$ cat config.mk
export PLATFORM = sky130hd
export DESIGN_NAME = string_literal_escaper_flat
export DESIGN_NICKNAME = d
export VERILOG_FILES = /design/src/rtl/sle_pkg.sv /design/src/rtl/sle_in_if.sv /design/src/rtl/sle_out_if.sv /design/src/rtl/string_literal_escaper.sv /design/src/rtl/sle_fifo.sv /design/src/rtl/sle_front.sv /design/src/rtl/sle_back.sv /design/src/flat_wrapper.sv
export SDC_FILE = /design/constraint.sdc
export NUM_CORES = 1
export LEC_CHECK = 0
export BUFFER_PORTS_ARGS = -buffer_cell sky130_fd_sc_hd__buf_4
export CORE_MARGIN = 2
export CORE_UTILIZATION = 60
export CTS_CLUSTER_SIZE = 25
export DETAILED_ROUTE_END_ITERATION = 10
export GPL_TIMING_DRIVEN = 0
export PLACE_DENSITY = 0.81
export SLEW_MARGIN = 20
export SYNTH_ARGS = -nofsm -noshare
export SYNTH_HDL_FRONTEND = slang
export SYNTH_SLANG_ARGS = --single-unit
$ cat constraint.sdc
create_clock -name clk_i -period 7.03 [get_ports clk_i]
set_clock_uncertainty 0.2 [all_clocks]
set_input_delay 1.406 -clock clk_i [delete_from_list [all_inputs] [get_ports clk_i]]
set_output_delay 1.406 -clock clk_i [all_outputs]
set_load 0.02 [all_outputs]
$ cat src/rtl/sle_pkg.sv
`default_nettype none
package sle_pkg;

  localparam int unsigned STEP_W = 5;

  typedef enum logic [1:0] {
    MODE_OPEN  = 2'd0,
    MODE_DATA  = 2'd1,
    MODE_CLOSE = 2'd2
  } mode_e;

  typedef enum logic [2:0] {
    KIND_OPEN,
    KIND_CLOSE,
    KIND_PASS,
    KIND_SHORT,
    KIND_HEX
  } kind_e;

  typedef struct packed {
    kind_e      kind;
    logic [7:0] data;
  } sle_cmd_t;

  typedef struct packed {
    logic full;
    logic empty;
  } sle_q_stat_t;

  localparam logic [7:0] CHR_QUOTE = 8'h22;
  localparam logic [7:0] CHR_BSLASH = 8'h5C;
  localparam logic [7:0] CHR_X = 8'h78;

  localparam logic [7:0] SEQ_OPEN [5] = '{8'h1B, 8'h5B, 8'h33, 8'h35, 8'h6D};
  localparam logic [7:0] SEQ_HI [7] = '{8'h1B, 8'h5B, 8'h31, 8'h3B, 8'h33, 8'h34, 8'h6D};
  localparam logic [7:0] SEQ_LO [7] = '{8'h1B, 8'h5B, 8'h30, 8'h3B, 8'h33, 8'h35, 8'h6D};
  localparam logic [7:0] SEQ_CLOSE [3] = '{8'h1B, 8'h5B, 8'h6D};

  function automatic logic [7:0] hex_char(input logic [3:0] n);
    return (n < 4'd10) ? (8'h30 + {4'h0, n}) : (8'h37 + {4'h0, n});
  endfunction

  function automatic logic [STEP_W-1:0] run_len(input kind_e kind, input logic colorize);
    logic [STEP_W-1:0] len;
    case (kind)
      KIND_OPEN:  len = colorize ? STEP_W'(6) : STEP_W'(1);
      KIND_CLOSE: len = colorize ? STEP_W'(4) : STEP_W'(1);
      KIND_PASS:  len = STEP_W'(1);
      KIND_SHORT: len = colorize ? STEP_W'(16) : STEP_W'(2);
      KIND_HEX:   len = colorize ? STEP_W'(18) : STEP_W'(4);
      default:    len = STEP_W'(1);
    endcase
    return len;
  endfunction

  function automatic logic [7:0] run_byte(input kind_e kind, input logic [7:0] data,
                                          input logic colorize,
                                          input logic [STEP_W-1:0] step);
    logic [STEP_W-1:0] idx;
    logic [STEP_W-1:0] tail;
    logic [7:0]        b;
    idx  = colorize ? (step - STEP_W'(7)) : step;
    tail = STEP_W'(0);
    b    = CHR_QUOTE;
    case (kind)
      KIND_OPEN: begin
        if (colorize && step < STEP_W'(5)) b = SEQ_OPEN[step[2:0]];
        else b = CHR_QUOTE;
      end
      KIND_CLOSE: begin
        tail = step - STEP_W'(1);
        if (step == STEP_W'(0)) b = CHR_QUOTE;
        else b = SEQ_CLOSE[tail[1:0]];
      end
      KIND_PASS: b = data;
      KIND_SHORT: begin
        tail = idx - STEP_W'(2);
        if (colorize && step < STEP_W'(7)) b = SEQ_HI[step[2:0]];
        else if (idx == STEP_W'(0)) b = CHR_BSLASH;
        else if (idx == STEP_W'(1)) b = data;
        else b = SEQ_LO[tail[2:0]];
      end
      KIND_HEX: begin
        tail = idx - STEP_W'(4);
        if (colorize && step < STEP_W'(7)) b = SEQ_HI[step[2:0]];
        else if (idx == STEP_W'(0)) b = CHR_BSLASH;
        else if (idx == STEP_W'(1)) b = CHR_X;
        else if (idx == STEP_W'(2)) b = hex_char(data[7:4]);
        else if (idx == STEP_W'(3)) b = hex_char(data[3:0]);
        else b = SEQ_LO[tail[2:0]];
      end
      default: b = CHR_QUOTE;
    endcase
    return b;
  endfunction

endpackage
`default_nettype wire

$ cat src/rtl/sle_in_if.sv
`default_nettype none
interface sle_in_if;
  logic       valid;
  logic       ready;
  logic [1:0] mode;
  logic [7:0] char_byte;

  modport source (output valid, output mode, output char_byte, input ready);
  modport sink (input valid, input mode, input char_byte, output ready);
endinterface
`default_nettype wire

$ cat src/rtl/sle_out_if.sv
`default_nettype none
interface sle_out_if;
  logic       valid;
  logic       ready;
  logic [7:0] out_byte;
  logic       last_of_run;

  modport source (output valid, output out_byte, output last_of_run, input ready);
  modport sink (input valid, input out_byte, input last_of_run, output ready);
endinterface
`default_nettype wire

$ cat src/rtl/string_literal_escaper.sv
// Escapes a byte string into a quoted C literal. Send an open word, one data word per
// byte, then a close word; each word yields a run of output bytes, the final one flagged
// by last_of_run. Mode code 3 is swallowed with no output. The back-end sequencer sends
// one output byte per cycle while the output is not stalled; run lengths in bytes are:
// printable bytes 1, open 1 (6 when colorize is set), close 1 (4), a short escape 2 (16),
// a hex escape 4 (18). A small queue between the classifier and the sequencer keeps
// input accepted back to back while plain bytes flow; multi-byte runs or a stalled output
// hold the input off once the queue fills. Write colorize only while the block is idle.
`default_nettype none
module string_literal_escaper
  import sle_pkg::*;
#(
  parameter int unsigned QUEUE_DEPTH = 2
) (
  input  wire logic  clk_i,
  input  wire logic  rst_ni,
  input  wire logic  colorize_we_i,
  input  wire logic  colorize_wdata_i,
  sle_in_if.sink     in_i,
  sle_out_if.source  out_o
);

  logic        colorize_q;
  logic        push;
  logic        pop;
  sle_cmd_t    push_cmd;
  sle_cmd_t    head_cmd;
  sle_q_stat_t q_stat;

  always_ff @(posedge clk_i or negedge rst_ni) begin
    if (!rst_ni) begin
      colorize_q <= 1'b0;
    end else if (colorize_we_i) begin
      colorize_q <= colorize_wdata_i;
    end
  end

  sle_front u_front (
    .in_i   (in_i),
    .stat_i (q_stat),
    .push_o (push),
    .cmd_o  (push_cmd)
  );

  sle_fifo #(
    .DEPTH (QUEUE_DEPTH)
  ) u_fifo (
    .clk_i      (clk_i),
    .rst_ni     (rst_ni),
    .push_i     (push),
    .push_cmd_i (push_cmd),
    .pop_i      (pop),
    .head_o     (head_cmd),
    .stat_o     (q_stat)
  );

  sle_back u_back (
    .clk_i      (clk_i),
    .rst_ni     (rst_ni),
    .colorize_i (colorize_q),
    .cmd_i      (head_cmd),
    .stat_i     (q_stat),
    .pop_o      (pop),
    .out_o      (out_o)
  );

endmodule
`default_nettype wire

$ cat src/rtl/sle_fifo.sv
`default_nettype none
module sle_fifo
  import sle_pkg::*;
#(
  parameter int unsigned DEPTH = 2
) (
  input  wire logic        clk_i,
  input  wire logic        rst_ni,
  input  wire logic        push_i,
  input  wire sle_cmd_t    push_cmd_i,
  input  wire logic        pop_i,
  output sle_cmd_t         head_o,
  output sle_q_stat_t      stat_o
);

  localparam int unsigned PTR_W = (DEPTH > 1) ? $clog2(DEPTH) : 1;
  localparam int unsigned CNT_W = $clog2(DEPTH + 1);

  sle_cmd_t          mem_q [DEPTH];
  logic [PTR_W-1:0]  wr_ptr_q, wr_ptr_d;
  logic [PTR_W-1:0]  rd_ptr_q, rd_ptr_d;
  logic [CNT_W-1:0]  count_q, count_d;
  logic              do_push, do_pop;

  always_comb begin
    stat_o.full  = (count_q == CNT_W'(DEPTH));
    stat_o.empty = (count_q == CNT_W'(0));
    do_push      = push_i && !stat_o.full;
    do_pop       = pop_i && !stat_o.empty;
    head_o       = mem_q[rd_ptr_q];

    wr_ptr_d = wr_ptr_q;
    rd_ptr_d = rd_ptr_q;
    count_d  = count_q;
    if (do_push) begin
      wr_ptr_d = (wr_ptr_q == PTR_W'(DEPTH - 1)) ? '0 : wr_ptr_q + PTR_W'(1);
    end
    if (do_pop) begin
      rd_ptr_d = (rd_ptr_q == PTR_W'(DEPTH - 1)) ? '0 : rd_ptr_q + PTR_W'(1);
    end
    if (do_push && !do_pop) count_d = count_q + CNT_W'(1);
    else if (do_pop && !do_push) count_d = count_q - CNT_W'(1);
  end

  always_ff @(posedge clk_i or negedge rst_ni) begin
    if (!rst_ni) begin
      wr_ptr_q <= '0;
      rd_ptr_q <= '0;
      count_q  <= '0;
    end else begin
      wr_ptr_q <= wr_ptr_d;
      rd_ptr_q <= rd_ptr_d;
      count_q  <= count_d;
    end
  end

  always_ff @(posedge clk_i) begin
    if (do_push) mem_q[wr_ptr_q] <= push_cmd_i;
  end

endmodule
`default_nettype wire

$ cat src/rtl/sle_front.sv
`default_nettype none
module sle_front
  import sle_pkg::*;
(
  sle_in_if.sink          in_i,
  input  wire sle_q_stat_t stat_i,
  output logic            push_o,
  output sle_cmd_t        cmd_o
);

  logic [7:0] esc_chr;

  // letter of the two-character escape, zero when the byte has none
  always_comb begin
    case (in_i.char_byte)
      8'h5C:   esc_chr = 8'h5C;
      8'h22:   esc_chr = 8'h22;
      8'h0A:   esc_chr = 8'h6E;
      8'h09:   esc_chr = 8'h74;
      8'h0D:   esc_chr = 8'h72;
      8'h07:   esc_chr = 8'h61;
      8'h08:   esc_chr = 8'h62;
      8'h0B:   esc_chr = 8'h76;
      default: esc_chr = 8'h00;
    endcase
  end

  always_comb begin
    in_i.ready = !stat_i.full;
    push_o     = 1'b0;
    cmd_o.kind = KIND_PASS;
    cmd_o.data = in_i.char_byte;
    case (in_i.mode)
      MODE_OPEN: begin
        push_o     = in_i.valid;
        cmd_o.kind = KIND_OPEN;
      end
      MODE_CLOSE: begin
        push_o     = in_i.valid;
        cmd_o.kind = KIND_CLOSE;
      end
      MODE_DATA: begin
        push_o = in_i.valid;
        if (esc_chr != 8'h00) begin
          cmd_o.kind = KIND_SHORT;
          cmd_o.data = esc_chr;
        end else if (in_i.char_byte >= 8'h20 && in_i.char_byte <= 8'h7E) begin
          cmd_o.kind = KIND_PASS;
        end else begin
          cmd_o.kind = KIND_HEX;
        end
      end
      // unused mode code: word is taken and dropped
      default: push_o = 1'b0;
    endcase
  end

endmodule
`default_nettype wire

$ cat src/rtl/sle_back.sv
`default_nettype none
module sle_back
  import sle_pkg::*;
(
  input  wire logic        clk_i,
  input  wire logic        rst_ni,
  input  wire logic        colorize_i,
  input  wire sle_cmd_t    cmd_i,
  input  wire sle_q_stat_t stat_i,
  output logic             pop_o,
  sle_out_if.source        out_o
);

  logic              out_valid_q, out_valid_d;
  logic [7:0]        out_byte_q;
  logic              out_last_q;
  logic [STEP_W-1:0] step_q, step_d;
  logic              advance, load, cur_last;
  logic [STEP_W-1:0] len;
  logic [7:0]        cur_byte;

  always_comb begin
    advance  = !out_valid_q || out_o.ready;
    load     = advance && !stat_i.empty;
    len      = run_len(cmd_i.kind, colorize_i);
    cur_last = (step_q == len - STEP_W'(1));
    cur_byte = run_byte(cmd_i.kind, cmd_i.data, colorize_i, step_q);
    pop_o    = load && cur_last;

    out_valid_d = advance ? !stat_i.empty : out_valid_q;
    step_d      = step_q;
    if (load) step_d = cur_last ? '0 : step_q + STEP_W'(1);
  end

  always_ff @(posedge clk_i or negedge rst_ni) begin
    if (!rst_ni) begin
      out_valid_q <= 1'b0;
      step_q      <= '0;
    end else begin
      out_valid_q <= out_valid_d;
      step_q      <= step_d;
    end
  end

  always_ff @(posedge clk_i) begin
    if (load) begin
      out_byte_q <= cur_byte;
      out_last_q <= cur_last;
    end
  end

  assign out_o.valid       = out_valid_q;
  assign out_o.out_byte    = out_byte_q;
  assign out_o.last_of_run = out_last_q;

endmodule
`default_nettype wire

$ cat src/flat_wrapper.sv
// flat-port wrapper written by rule: the top's interface ports become plain ports
module string_literal_escaper_flat import sle_pkg::*;
#(
  parameter int unsigned QUEUE_DEPTH = 2
)
  (clk_i, rst_ni, colorize_we_i, colorize_wdata_i, in_i_valid, in_i_mode, in_i_char_byte, in_i_ready, out_o_valid, out_o_out_byte, out_o_last_of_run, out_o_ready);
  sle_in_if in_i_i ();
  sle_out_if out_o_i ();
  input  wire logic clk_i;
  input  wire logic rst_ni;
  input  wire logic colorize_we_i;
  input  wire logic colorize_wdata_i;
  input wire logic [$bits(in_i_i.valid)-1:0] in_i_valid;
  input wire logic [$bits(in_i_i.mode)-1:0] in_i_mode;
  input wire logic [$bits(in_i_i.char_byte)-1:0] in_i_char_byte;
  output wire logic [$bits(in_i_i.ready)-1:0] in_i_ready;
  output wire logic [$bits(out_o_i.valid)-1:0] out_o_valid;
  output wire logic [$bits(out_o_i.out_byte)-1:0] out_o_out_byte;
  output wire logic [$bits(out_o_i.last_of_run)-1:0] out_o_last_of_run;
  input wire logic [$bits(out_o_i.ready)-1:0] out_o_ready;
  assign in_i_i.valid = in_i_valid;
  assign in_i_i.mode = in_i_mode;
  assign in_i_i.char_byte = in_i_char_byte;
  assign in_i_ready = in_i_i.ready;
  assign out_o_valid = out_o_i.valid;
  assign out_o_out_byte = out_o_i.out_byte;
  assign out_o_last_of_run = out_o_i.last_of_run;
  assign out_o_i.ready = out_o_ready;
  string_literal_escaper #(.QUEUE_DEPTH(QUEUE_DEPTH)) u_core (.clk_i(clk_i), .rst_ni(rst_ni), .colorize_we_i(colorize_we_i), .colorize_wdata_i(colorize_wdata_i), .in_i(in_i_i), .out_o(out_o_i));
endmodule
# Word-level counts from Yosys, hierarchy flattened

Memory sizes are Yosys's and may differ from the RTL's.
Cells that the tools add are included.

Register bits after elaboration: 20
Memory bits (writable): 22
Memory bits (read-only): 256
Input port bits: 16
Output and inout bits: 11
Logic and storage cells: 127
Memories kept: 5

Add/subtract/negate cells: 14
Magnitude comparators: 10
Equality and inequality tests: 19
Multiplexer cells: 44
Bitwise gates (word level): 4
Reductions and logical operators: 23

Memory list:

| name                | depth | bits a word | rd ports | clocked after Yosys merged registers in | write ports | RTL line       | RTL |
|---|---|---|---|---|---|---|---|
| (name not given)    | 8     | 8           | 1        | 0                                       | 0           | sle_pkg.sv:90  | `else b = SEQ_LO[tail[2:0]];` |
| (name not given)    | 8     | 8           | 1        | 0                                       | 0           | sle_pkg.sv:85  | `if (colorize && step < STEP_W'(7)) b = SEQ_HI[step[2:0]];` |
| (name not given)    | 8     | 8           | 1        | 0                                       | 0           | sle_pkg.sv:81  | `else b = SEQ_LO[tail[2:0]];` |
| (name not given)    | 8     | 8           | 1        | 0                                       | 0           | sle_pkg.sv:67  | `if (colorize && step < STEP_W'(5)) b = SEQ_OPEN[step[2:0]];` |
| u_core.u_fifo.mem_q | 2     | 11          | 1        | 0                                       | 1           | sle_fifo.sv:19 | `sle_cmd_t mem_q [DEPTH];` |

Operator list:

| operator              | count |
|---|---|
| $mux W8               | 22 |
| $pmux W7 S8           | 1 |
| $eq A8 B4 Y1 const B  | 5 |
| $pmux W8 S5           | 1 |
| $add A6 B4 Y7 const A | 4 |
| $mux W5               | 4 |
| $pmux W5 S4           | 1 |
| $bmux W8 S2           | 1 |
| $mux W7               | 2 |
| $ge A4 B4 Y1 const B  | 3 |
| $mux W3               | 4 |
| $not A3 Y4            | 3 |
| $eq A5 B2 Y1 const B  | 2 |
| $logic_not A5 Y1      | 2 |
| $lt A5 B3 Y1 const B  | 2 |
| $logic_and A1 B1 Y1   | 9 |
| $pmux W3 S3           | 1 |
| $eq A8 B3 Y1 const B  | 1 |
| $eq A8 B6 Y1 const B  | 1 |
| $eq A8 B7 Y1 const B  | 1 |
| $ge A8 B6 Y1 const B  | 1 |
| $le A8 B7 Y1 const B  | 1 |
| $lt A4 B4 Y1 const B  | 2 |
| $reduce_bool A8 Y1    | 1 |
| other kinds (25)      | 39 |

# Depth between registers and ports, before layout

Gate-level depths: netlist of run 1.

Depth in word-level cells: 13
Mapped depth: 16

# Cells and area by module

Synthesis of run 1 repeated with hierarchy kept, for this count alone.

Cell total of the unflattened synthesis: 404
Area total of the unflattened synthesis: 3637.2 um2

Modules (own cells, without submodules):

| module                 | instances | cells an instance | area an instance (um2) | sequential area each (um2) |
|---|---|---|---|---|
| sle_back               | 1         | 281               | 2150.8                 | 420.4 |
| sle_fifo               | 1         | 53                | 1002.2                 | 760.7 |
| sle_front              | 1         | 68                | 444.2                  | 0.0 |
| string_literal_escaper | 1         | 2                 | 40.0                   | 25.0 |

# Least setup slack after synthesis of run 1

OpenSTA, ideal clock, no wires.

Path type: flip-flop to flip-flop
From: register u_core.u_back.step_q[0]
To: register u_core.u_back.out_byte_q[6], in the netlist u_core.u_back.out_o.out_byte[6], data pin
Arrival: 3199 ps
Setup slack: 3372 ps
Cell stages (with the launch flop): 15
Clock period less this slack: 3658 ps
Cells stage by stage: dfrtp_1 -> clkbuf_1 -> clkbuf_1 -> inv_1 -> ha_1 -> a21oi_1 -> ha_1 -> buf_1 -> nand3_1 -> o21ai_0 -> o21ai_0 -> nor2_1 -> nor2_1 -> a311oi_1 -> a211o_1

Cells in the longest elaborated chain, start to end: 13
Elaborated cells on any way between the ends: 44
Classes of those cells: 4 x add/sub; 2 x order compare; 3 x eq/ne; 23 x mux; 4 x bitwise; 4 x reduce/logical; 4 x memory

Ends and longest elaborated chain:

| element                                    | RTL line       | RTL |
|---|---|---|
| start: declaration                         | sle_back.sv:17 | `logic [STEP_W-1:0] step_q, step_d;` |
| start signal: assignment                   | sle_back.sv:41 | `step_q <= step_d;` |
| $sub A5 B3 Y5                              | sle_pkg.sv:62  | `idx = colorize ? (step - STEP_W'(7)) : step;` |
| $mux W5                                    | sle_pkg.sv:62  |  |
| $sub A3 B3 Y3                              | sle_pkg.sv:84  | `tail = idx - STEP_W'(4);` |
| $not A3 Y4 (not written as such)           | sle_pkg.sv:90  |  |
| $mem_v2 Z8 W8                              | n/a            |  |
| $mux W8 (not written as such) (2 in a row) | sle_pkg.sv:90  |  |
| $mux W8                                    | sle_pkg.sv:89  | `else if (idx == STEP_W'(3)) b = hex_char(data[3:0]);` |
| $mux W8                                    | sle_pkg.sv:88  | `else if (idx == STEP_W'(2)) b = hex_char(data[7:4]);` |
| $mux W8                                    | sle_pkg.sv:87  | `else if (idx == STEP_W'(1)) b = CHR_X;` |
| $mux W8                                    | sle_pkg.sv:86  | `else if (idx == STEP_W'(0)) b = CHR_BSLASH;` |
| $mux W8                                    | sle_pkg.sv:85  |  |
| $pmux W8 S5 *                              | sle_pkg.sv:65  | `case (kind)` |
| net u_core.u_back.cur_byte[6]              | sle_back.sv:20 | `logic [7:0] cur_byte;` |
| end signal: assignment                     | sle_back.sv:47 | `out_byte_q <= cur_byte;` |
| end: declaration                           | sle_back.sv:15 | `logic [7:0] out_byte_q;` |

The timed path passes the listed nets; every way through them passes the cells marked *. The select of a mux whose other input is x is not followed.
A chain may end at the register's enable or synchronous reset.

# Worst setup path after layout of run 1

Ends and elaborated chain as after synthesis.

==> summary.md, run 1 <==
| Metric | Value |
|---|---|
| Top_reg_cell synth | `edfxtp_1` |
| Post-synth EDFFs | `31` |
| Post-Synthesis Cells | `414` |
| HPWL after DPL | `7594 um` |
| Vias in the first global route | `3141` |
| WS Path Type | `reg2reg` |
| Mean post-synth cell area | `8.786 um^2` |
| Post-CTS sizing | `0` |
| Kind of path behind the tightest hold check | `reg2reg` |
| Worst-skew pair later-pin latency | `0.30 ns` |
| DR vias/cell | `6.685` |
| CP startpoint | `u_core.u_back.step_q[0]` |
| Worst VDD drop | `0.0002626 V` |
| Area leader, netlist | `edfxtp_1` |
| H-tree levels | `2` |
| GP Congestion | `0.9355` |
| Ys Warns | `0` |
| Layout cell share with drive strength beyond 1 | `15.25%` |
| Syn_nets | `445` |
| RSZ-0062 raised after global routing | `no` |
| Drt pass-1 iters | `5` |
| Final Max Slew Viols | `0` |
| Yosys reg bits | `42` |
| Diodes inserted | `0` |
| Root Driver | `clkbuf_8` |
| CTS tree | `done` |
| Critical Path Start Type | `flip-flop` |
| RR Startpoint | `u_core.u_back.step_q[0]` |
| Async set-reset flop share out of synthesis | `26.19%` |
| WL per Instance | `19.30 um` |
| Num rows | `28` |
| # setup viols final | `0` |
| Io pins | `27` |
| Netlist cell types | `70` |
| Mapped Area | `3637 um^2` |
| Post-CTS setup buffer count | `0` |
| Vias | `3483` |
| Commonest cells after routing, fill and taps aside | `38 x nand2_1, 38 x nor2_1, 31 x edfxtp_1` |
| Sum Neg Setup Slack | `0 ns` |
| Multi-input combinational cell area | `2265 um^2` |
| Final worst path period share | `66.18%` |
| Fillers | `503` |
| DRT antenna net count | `0` |
| Seq/Total Area, Yosys | `33.16%` |
| Clock sink total | `42` |
| Max_slew headroom | `37.00%` |
| Min cycle time layout | `4.652 ns` |
| Initial DRC count | `396` |
| Req. time, crit path | `6.89 ns` |
| Hold Startpoint | `u_core.u_fifo.wr_ptr_q` |
| Max Cap Violations | `0` |
| Die Footprint | `6701 um^2` |
| Storage cell area | `1206 um^2` |
| Die Wd | `81.86 um` |
| Core Box Area | `5886 um^2` |
| Detailed-route DRC error count | `0` |
| GRT Total Usage | `31.74%` |
| Total CTS buffers | `5` |
| Worst EP arrival | `4.51 ns` |
| Kind of end point of the critical path | `flip-flop` |
| Worst Tran Pin Value | `0.9416 ns` |
| Largest net degree at the start of global routing | `18` |
| Initial antenna violation count | `0` |
| CP Max Fanout | `10` |
| Clock-pin slew on the worst setup and hold paths | `0.09 ns` |
| Synthesis-to-finish area growth | `10.01%` |
| Finished Core Util | `67.98%` |
| Top post-synthesis cells by area | `edfxtp_1 26%, dfrtp_1 7.6%, ha_1 5.2%` |
| Post-layout nets | `476` |
| # hold bufs at CTS | `0` |
| Wirelength, routed | `10060 um` |
| GRT overflow | `0` |
| Leakage power | `0.001489 uW` |
| First-pass GRT wire length | `16170 um` |
| PD cells | `434.1 nW/um^2` |
| Final hold vios | `0` |
| Initial core utilization | `61.80%` |
| Max Freq | `214.9 MHz` |
| Outcome | `finished, final reports clean` |
| Die H | `81.86 um` |
| CTS max path bufs | `2` |
| Area share of the largest cell type after synthesis | `25.59%` |
| PortBufs | `24` |
==> kinds of logic (layout without fill, tap and decap cells) <==
group | count (synthesis) | after routing | synth area share, %
DFF | 42 | 42 | 33.16
adders and majority gates | 15 | 15 | 5.160
and+or+nand+nor | 151 | 151 | 20.54
xor gates and xnor gates | 14 | 14 | 3.371
buffers and inverters | 39 | 71 | 4.575
AOI/OAI and AO/OA | 126 | 126 | 24.11
muxes | 27 | 27 | 9.082
==> metal layers <==
| layer | part of all wire, % | up-vias | global-route usage, % |
|---|---|---|---|
| li1 | - | 1625 | - |
| met1 | 45 | 1665 | 45.07 |
| met2 | 46 | 165 | 49.43 |
| met3 | 6.5 | 28 | 5.385 |
| met4 | 2.5 | 0 | 9.833 |
| met5 | 0 | - | 0 |
==> cells in the mapped netlist (all sizes together) (3+ instances only) <==
| library cell | count |
|---|---|
| buf | 9 |
| inv | 16 |
| o21ai | 24 |
| nor2b | 7 |
| xor2 | 5 |
| nand2 | 39 |
| a211oi | 9 |
| edfxtp | 31 |
| a21oi | 28 |
| and2 | 4 |
| or3 | 3 |
| clkbuf | 13 |
| a31oi | 8 |
| nand3b | 4 |
| mux2i | 15 |
| a21o | 4 |
| nand3 | 16 |
| o221ai | 3 |
| nor2 | 38 |
| a221o | 3 |
| o211ai | 7 |
| nand2b | 10 |
| or2 | 3 |
| xnor2 | 9 |
| mux2 | 12 |
| ha | 15 |
| o22ai | 9 |
| nand4 | 6 |
| nor3 | 11 |
| dfrtp | 11 |
==> worst paths after layout <==
path	end	slack [ns]	depth (start not counted)
max in group asynchronous	u_core.u_back.step_q[3]	5.75	1
min in group asynchronous	u_core.u_back.step_q[0]	0.72	1
worst max register to register	u_core.u_back.out_o.out_byte[6]	2.38	14
worst max-delay path	u_core.u_back.out_o.out_byte[6]	2.38	14
worst min register to register	u_core.u_fifo.wr_ptr_q	0.30	1
worst min-delay path	u_core.u_fifo.wr_ptr_q	0.30	1
==> area by class of cell <==
class	count	area share, %
Multi-Input combinational cell	333	56.60
Sequential cell	42	30.14
Timing Repair Buffer	24	4.503
Buffer	22	2.564
Tap cell	75	2.345
Clock buffer	5	1.720
Inverter	17	1.595
Clock inverter	3	0.5316
==> sequential cells by signal (all words and copies together), names as in the netlist <==
| register | cells |
|---|---|
| u_core.u_back.out_o.last_of_run | 1 |
| u_core.u_back.out_o.valid | 1 |
| u_core.u_back.step_q | 5 |
| u_core.u_fifo.count_q | 2 |
| u_core.u_fifo.rd_ptr_q | 1 |
| u_core.u_fifo.mem_q | 22 |
| u_core.colorize_q | 1 |
| u_core.u_fifo.wr_ptr_q | 1 |
| u_core.u_back.out_o.out_byte | 8 |
==> per-stage QoR <==
step	power (uW)	worst slack [ns]	cell area, um^2	instances	hold WS (ns)
finish	1737	2.378	4001	521	0.2955
global route	1858	2.107	4001	521	0.3106
CTS	1709	2.549	4001	521	0.2971
detailed placement	1546	2.562	3911	513	0.2813
global placement	1527	2.584	3911	513	0.2824
floorplan	1254	3.372	3637	414	0.2603
==> where the power goes <==
part           internal, uW  leakage [uW]  total (uW)  switching (uW)
logic                   436       0.00103        1160             719
registers               367      0.000420         423            56.0
clock network          69.8     0.0000441         158            88.7
total                   873       0.00149        1740             864
==> worst max-delay path: stages (launching register included) <==
cell      delay, ns
dfrtp_1        0.60
clkbuf_1       0.42
clkbuf_1       0.45
inv_1          0.27
ha_1           0.38
a21oi_1        0.45
ha_1           0.32
buf_1          0.20
nand3_1        0.12
o21ai_0        0.07
o21ai_0        0.28
nor2_1         0.07
nor2_1         0.14
a311oi_1       0.11
a211o_1        0.31
No activity file was read; power rests on OpenSTA's default activity.
==> run 2, diff against run 1 <==
--- a/config.mk
+++ b/config.mk
@@ -5,6 +5,7 @@
 export SDC_FILE = /design/constraint.sdc
 export NUM_CORES = 1
 export LEC_CHECK = 0
+export ABC_AREA = 1
 export BUFFER_PORTS_ARGS = -buffer_cell sky130_fd_sc_hd__buf_4
 export CORE_MARGIN = 2
 export CORE_UTILIZATION = 60
==> constraint.sdc (replaced) <==
create_clock -name clk_i -period 4.5 [get_ports clk_i]
set_clock_uncertainty 0.2 [all_clocks]
set_input_delay 0.9 -clock clk_i [delete_from_list [all_inputs] [get_ports clk_i]]
set_output_delay 0.9 -clock clk_i [all_outputs]
set_load 0.02 [all_outputs]
==> summary.md, run 2 <==
| Metric | Value |
|---|---|
| Max Cap Violations | `0` |
| Yosys reg bits | `42` |
| Clock-pin slew on the worst setup and hold paths | `0.08 ns` |
| # hold bufs at CTS | `0` |
| Req. time, crit path | `4.48 ns` |
| Detailed-route DRC error count | `0` |
| Area share of the largest cell type after synthesis | `27.31%` |
| Worst slack, placed | `1.260 ns` |
| Initial antenna violation count | `0` |
| Max reg flops | `22` |
| Worst Tran Pin Value | `1.006 ns` |
| Max_slew headroom | `32.70%` |
| FF-to-FF setup slack | `1.14 ns` |
| Mean post-synth cell area | `7.160 um^2` |
| Total CTS buffers | `5` |
| Commonest cells after routing, fill and taps aside | `137 x nand2_1, 56 x inv_1, 47 x nor2_1` |
| Async set-reset flop share out of synthesis | `26.19%` |
| First-pass GRT wire length | `13460 um` |
| Critical Path End | `u_core.u_fifo.count_q[1]` |
| Post-CTS setup buffer count | `0` |
| Vias in the first global route | `2922` |
| GRT Total Usage | `27.32%` |
| WL per Instance | `13.92 um` |
| Placed instance area | `3694 um^2` |
| Die Footprint | `6300 um^2` |
| Die H | `79.37 um` |
| Worst-skew pair later-pin latency | `0.29 ns` |
| Post-Synthesis Cells | `476` |
| Worst VDD drop | `0.0004773 V` |
| Most Frequent Cell on Critical Path | `nand2_1` |
| Core Box Area | `5507 um^2` |
| Capturing point of the worst reg2reg path | `u_core.u_fifo.count_q[1]` |
| CP peak stage delay | `0.35 ns` |
| Ys Warns | `0` |
| Critical Path Start Type | `flip-flop` |
| Reg2Reg Depth | `19` |
| Slowest CP cell | `dfrtp_1` |
| DR vias/cell | `5.615` |
| Initial core utilization | `61.90%` |
| Top cells by count, synth | `137 x nand2_1, 56 x inv_1, 47 x nor2_1` |
| Final hold vios | `0` |
| Final Max Slew Viols | `0` |
| Io pins | `27` |
| Worst EP arrival | `3.33 ns` |
| Cells along the critical path | `buf_6 > inv_4 > nand2_1 > nand2_1 > inv_2 > nand2_4 > nor2_8 > o21ai_0 > ha_1 > xor2_1 > nand2_1 > nor2_1 > nand2_1 > nor2_4 > nand3_2 > ha_1 > a21oi_1 > o21ai_0 > xor2_1` |
| Layout cell share with drive strength beyond 1 | `14.31%` |
| Area leader, netlist | `edfxtp_1` |
| RSZ-0062 raised after global routing | `no` |
| Post-layout nets | `540` |
| WS Path Type | `reg2reg` |
| H-tree levels | `2` |
| Most flops, register | `u_core.u_fifo.mem_q` |
| HPWL after DPL | `6354 um` |
| Drt pass-1 iters | `5` |
| Final WS setup | `1.143 ns` |
| Commonest non-fill, non-tap cell in the layout | `nand2_1` |
| Design area | `3775 um^2` |
| Vias | `3268` |
| Min cycle time layout | `3.357 ns` |
| Syn_nets | `507` |
| Max Freq | `297.9 MHz` |
| Largest net degree at the start of global routing | `19` |
| Wirelength, routed | `8104 um` |
| PD cells | `672.6 nW/um^2` |
| Num rows | `27` |
| Post-CTS sizing | `0` |
| Kind of path behind the tightest hold check | `in2async` |
| CP startpoint | `u_core.u_fifo.rd_ptr_q` |
| Leakage power | `0.001861 uW` |
| GRT overflow | `0` |
| Diodes inserted | `0` |
| Final worst path period share | `74.59%` |
| Top_reg_cell synth | `edfxtp_1` |
| Netlist cell types | `41` |
| Mapped Area | `3408 um^2` |
| Initial DRC count | `238` |
| Seq/Total Area, Yosys | `35.39%` |
| DRT antenna net count | `0` |
| Most frequent cell after synthesis | `nand2_1` |
| Kind of end point of the critical path | `flip-flop` |
| Top post-synthesis cells by area | `edfxtp_1 27%, nand2_1 15%, dfrtp_1 8.1%` |
| # setup viols final | `0` |
| Clock sink total | `42` |
| PortBufs | `26` |
| CTS max path bufs | `2` |
| GP Congestion | `0.9527` |
| CP Max Fanout | `10` |
| Outcome | `finished, final reports clean` |
| Post-synth EDFFs | `31` |
| RR Startpoint | `u_core.u_fifo.rd_ptr_q` |
| Die Wd | `79.37 um` |
| Sum Neg Setup Slack | `0 ns` |
| Root Driver | `clkbuf_8` |
| CTS tree | `done` |
| Synthesis-to-finish area growth | `10.76%` |
run 2: cell count changes after synthesis, sizes merged, moves of 7 or more:
cell / delta
xnor2: -7
a211oi: -7
nor2: +16
nand3: +22
nand2b: -10
o21ai: +17
mux2: -12
clkbuf: -11
nand2: +105
mux2i: -15
nor2b: -7
inv: +49
run 2: routing by layer:
| metal | vias to the layer above | share of wire, % | GRT usage [%] |
|---|---|---|---|
| met1 | 1518 | 46 | 37.32 |
| li1 | 1642 | - | - |
| met2 | 98 | 48 | 45.93 |
| met5 | - | 0 | 0 |
| met3 | 10 | 4.3 | 3.281 |
| met4 | 0 | 1.5 | 7.759 |
run 2: worst min-delay path by stage:
| stage | startpoint | end | cells past startpoint |
|---|---|---|---|
| after floorplan | u_core.u_fifo.count_q[0] | u_core.u_fifo.count_q[0] | 1 |
| after global placement | u_core.u_fifo.count_q[0] | u_core.u_fifo.count_q[0] | 1 |
| after detailed placement | u_core.u_fifo.count_q[0] | u_core.u_fifo.count_q[0] | 1 |
| after CTS | rst_ni | u_core.u_back.step_q[2] | 1 |
| after global routing | rst_ni | u_core.u_back.step_q[2] | 1 |
| final | rst_ni | u_core.u_back.step_q[2] | 1 |
run 2: power breakdown:
part           internal [uW]  switching [uW]
clock                    107             125
sequential               579            62.2
combinational            549            1120
run 2: through the flow:
step           instances  hold WS, ns  utilization [%]  total power [uW]
5_1_grt              582       0.2264            68.55              2763
2_1_floorplan        476       0.2674                -              1878
6_report             582       0.2189            68.55              2539
3_5_place_dp         574       0.2994            67.08              2279
3_3_place_gp         574       0.2844            67.08              2249
4_1_cts              582       0.2237            68.55              2520
run 2: critical path, delay by kind of cell, from the launching register on:
| kind | cells | cell delay [ns] |
|---|---|---|
| flops | 1 | 0.35 |
| simple gates | 9 | 1.03 |
| buf+inv | 3 | 0.37 |
| compound gates | 3 | 0.32 |
| xor+xnor | 2 | 0.31 |
| fa+ha+maj | 2 | 0.65 |
run 2: cell families after synthesis:
logic type                 count (synthesis)  share of synthesized area, %
and+or+nand+nor                          262                         35.43
buffers and inverters                     72                         8.737
AOI/OAI and AO/OA                         77                         12.89
adders and majority gates                 15                         5.507
xor gates and xnor gates                   8                         2.056
DFF                                       42                         35.39
run 2: area by class of cell:
type / instances / area, um^2
Sequential cell: 42 / 1206
Clock buffer: 6 / 72.57
Buffer: 7 / 51.30
Fill cell: 511 / 1732
Clock inverter: 2 / 8.758
Inverter: 65 / 246.5
Timing Repair Buffer: 26 / 195.2
Multi-Input combinational cell: 362 / 1904
Tap cell: 72 / 90.09
==> run 3, diff against run 2 <==
--- a/config.mk
+++ b/config.mk
@@ -5,14 +5,14 @@
 export SDC_FILE = /design/constraint.sdc
 export NUM_CORES = 1
 export LEC_CHECK = 0
-export ABC_AREA = 1
+export ABC_AREA = 0
 export BUFFER_PORTS_ARGS = -buffer_cell sky130_fd_sc_hd__buf_4
 export CORE_MARGIN = 2
-export CORE_UTILIZATION = 60
+export CORE_UTILIZATION = 55
 export CTS_CLUSTER_SIZE = 25
 export DETAILED_ROUTE_END_ITERATION = 10
 export GPL_TIMING_DRIVEN = 0
-export PLACE_DENSITY = 0.81
+export PLACE_DENSITY = 0.78
 export SLEW_MARGIN = 20
 export SYNTH_ARGS = -nofsm -noshare
 export SYNTH_HDL_FRONTEND = slang
==> constraint.sdc (replaced) <==
create_clock -name clk_i -period 2.8 [get_ports clk_i]
set_clock_uncertainty 0.2 [all_clocks]
set_input_delay 0.56 -clock clk_i [delete_from_list [all_inputs] [get_ports clk_i]]
set_output_delay 0.56 -clock clk_i [all_outputs]
set_load 0.02 [all_outputs]
==> summary.md, run 3 (same netlist as run 1, synthesis figures left out) <==
| Metric | Value |
|---|---|
| Die Wd | `85.32 um` |
| Sw Pwr | `2657 uW` |
| Io pins | `27` |
| CTS tree | `done` |
| Core Box Area | `6386 um^2` |
| Final WS setup | `-0.3912 ns` |
| CTS max path bufs | `2` |
| Most flops, register | `u_core.u_fifo.mem_q` |
| Root Driver | `clkbuf_8` |
| Post-layout nets | `517` |
| Fillers | `447` |
| Kind of path behind the tightest hold check | `in2reg` |
| Final hold vios | `0` |
| DR vias/cell | `6.716` |
| DRT antenna net count | `0` |
| RSZ-0062 raised after global routing | `yes` |
| Req. time, crit path | `2.83 ns` |
| Total CTS buffers | `5` |
| Num rows | `29` |
| WL per Instance | `20.35 um` |
| Commonest non-fill, non-tap cell in the layout | `buf_4` |
| Kind of end point of the critical path | `flip-flop` |
| Clock network power share | `8.7%` |
| GP Congestion | `0.9318` |
| Max_slew headroom | `39.68%` |
| Initial antenna violation count | `0` |
| Leakage power | `0.001846 uW` |
| Max Cap Violations | `0` |
| Drt pass-1 iters | `6` |
| Vias in the first global route | `3590` |
| Synthesis-to-finish area growth | `33.44%` |
| PD cells | `1188 nW/um^2` |
| Power Internal | `3108 uW` |
| Clock sink total | `42` |
| Worst Tran Pin Value | `0.9014 ns` |
| Violated checks | `negative setup slack` |
| Sw Ratio | `46.09%` |
| Initial DRC count | `343` |
| Critical Path Start Type | `flip-flop` |
| Final Max Slew Viols | `0` |
| Commonest cells after routing, fill and taps aside | `62 x buf_4, 36 x nand2_1, 31 x edfxtp_1` |
| Min cycle time layout | `3.191 ns` |
| Outcome | `finished, violations left` |
| Worst VDD drop | `0.0008543 V` |
| Max Freq | `313.4 MHz` |
| WS Path Type | `reg2reg` |
| Worst-skew pair later-pin latency | `0.30 ns` |
| PortBufs | `24` |
| Die Footprint | `7280 um^2` |
| Max reg flops | `22` |
| HPWL after DPL | `7670 um` |
| Vias | `3788` |
| Clock-pin slew on the worst setup and hold paths | `0.08 ns` |
| Multi-input combinational cell area | `2596 um^2` |
| # setup viols final | `13` |
| GRT overflow | `0` |
| CP Max Fanout | `10` |
| Detailed-route DRC error count | `0` |
| Combinational share of power | `72.6%` |
| GRT Total Usage | `31.43%` |
| Design Power | `5765 uW` |
| Storage cell area | `1209 um^2` |
| Worst EP arrival | `3.22 ns` |
| Largest net degree at the start of global routing | `18` |
| Diodes inserted | `0` |
| Initial core utilization | `56.96%` |
| Sum Neg Setup Slack | `-1.850 ns` |
| Wirelength, routed | `11480 um` |
| H-tree levels | `2` |
| First-pass GRT wire length | `18130 um` |
| Sequential share of power | `18.7%` |
| Final worst path period share | `114.0%` |
| Die H | `85.32 um` |
| Layout cell share with drive strength beyond 1 | `34.91%` |
run 3: cell count changes in the layout (fill, tap and decap cells not counted), moves of 7 or more:
cell      before  now
nand3_1       35   14
nor2_1        47   30
inv_2          8    1
inv_1         56   12
mux2i_1        0    7
nand2b_1       0    9
buf_4         26   62
ha_1          15    8
nand2_1      137   36
o21ai_1       14    6
mux2_2         0   10
run 3: path summary, 6_finish.rpt:
| check | start | to | slack (ns) | depth (start not counted) |
|---|---|---|---|---|
| max | u_core.u_fifo.rd_ptr_q | u_core.u_fifo.count_q[1] | -0.39 | 15 |
| max reg2reg | u_core.u_fifo.rd_ptr_q | u_core.u_fifo.count_q[1] | -0.39 | 15 |
| min reg2reg | u_core.u_fifo.wr_ptr_q | u_core.u_fifo.wr_ptr_q | 0.30 | 1 |
| max in group asynchronous | rst_ni | u_core.u_back.step_q[2] | 1.81 | 2 |
| min | colorize_wdata_i | u_core.colorize_q | 0.30 | 2 |
| min in group asynchronous | rst_ni | u_core.u_back.step_q[0] | 0.42 | 2 |
run 3: what timing repair did:
item                                   CTS  global route
gates cloned                             2             0
pin swaps                               20            12
gates resized for setup                 62            35
hold buffers                             1             0
setup endpoints to repair               17            24
buffers inserted                        36             5
endpoints found under the hold margin   11             0
run 3: power groups by stage:
stage                     Sequential (uW)  Clock (uW)  Combinational [uW]
after global placement               1070           0                2970
final                                1080         499                4190
after floorplan                      1130           0                2190
after CTS                            1070         498                3790
after detailed placement             1080           0                3010
after global routing                 1100         518                4420
run 3: through the flow:
step                std cells  setup slack [ns]  area (um^2)  hold slack (ns)  utilization (%)
global placement          515           -0.9500         4020           0.2004            62.95
global route              564           -0.4783         4853           0.2945            76.00
detailed placement        515           -0.9972         4020           0.2021            62.95
finish                    564           -0.3912         4853           0.2999            76.00
CTS                       559           -0.3184         4693           0.3056            73.49
floorplan                 414           -0.3882         3744          0.06441                -
run 3: metal layers:
metal	GRT usage [%]	vias to the layer above	wire length [um]
li1	-	1706	-
met1	43.42	1803	4771
met2	50.64	231	5315
met3	3.891	48	978
met4	11.69	0	410
met5	0	-	0
run 3: final cells by class:
class,instances,area share (%)
repair buffers,67,11.19
well taps,77,1.985
inverters,17,1.779
clock inverters,3,0.9023
plain buffers,20,4.331
multi-input cells,333,53.49
clock buffers,5,1.418
flip-flops and latches,42,24.90
run 3: critical path: stages, from the launching register on:
cell       delay [ns]
dfrtp_1          0.43
buf_8            0.16
buf_6            0.15
nor3_2           0.22
a21oi_2          0.07
nor2_2           0.18
nor2_2           0.08
ha_4             0.19
xnor2_2          0.15
xnor2_2          0.16
a2111oi_4        0.44
nand2_4          0.11
ha_4             0.18
xor2_1           0.13
nor2_1           0.13
xor2_1           0.15
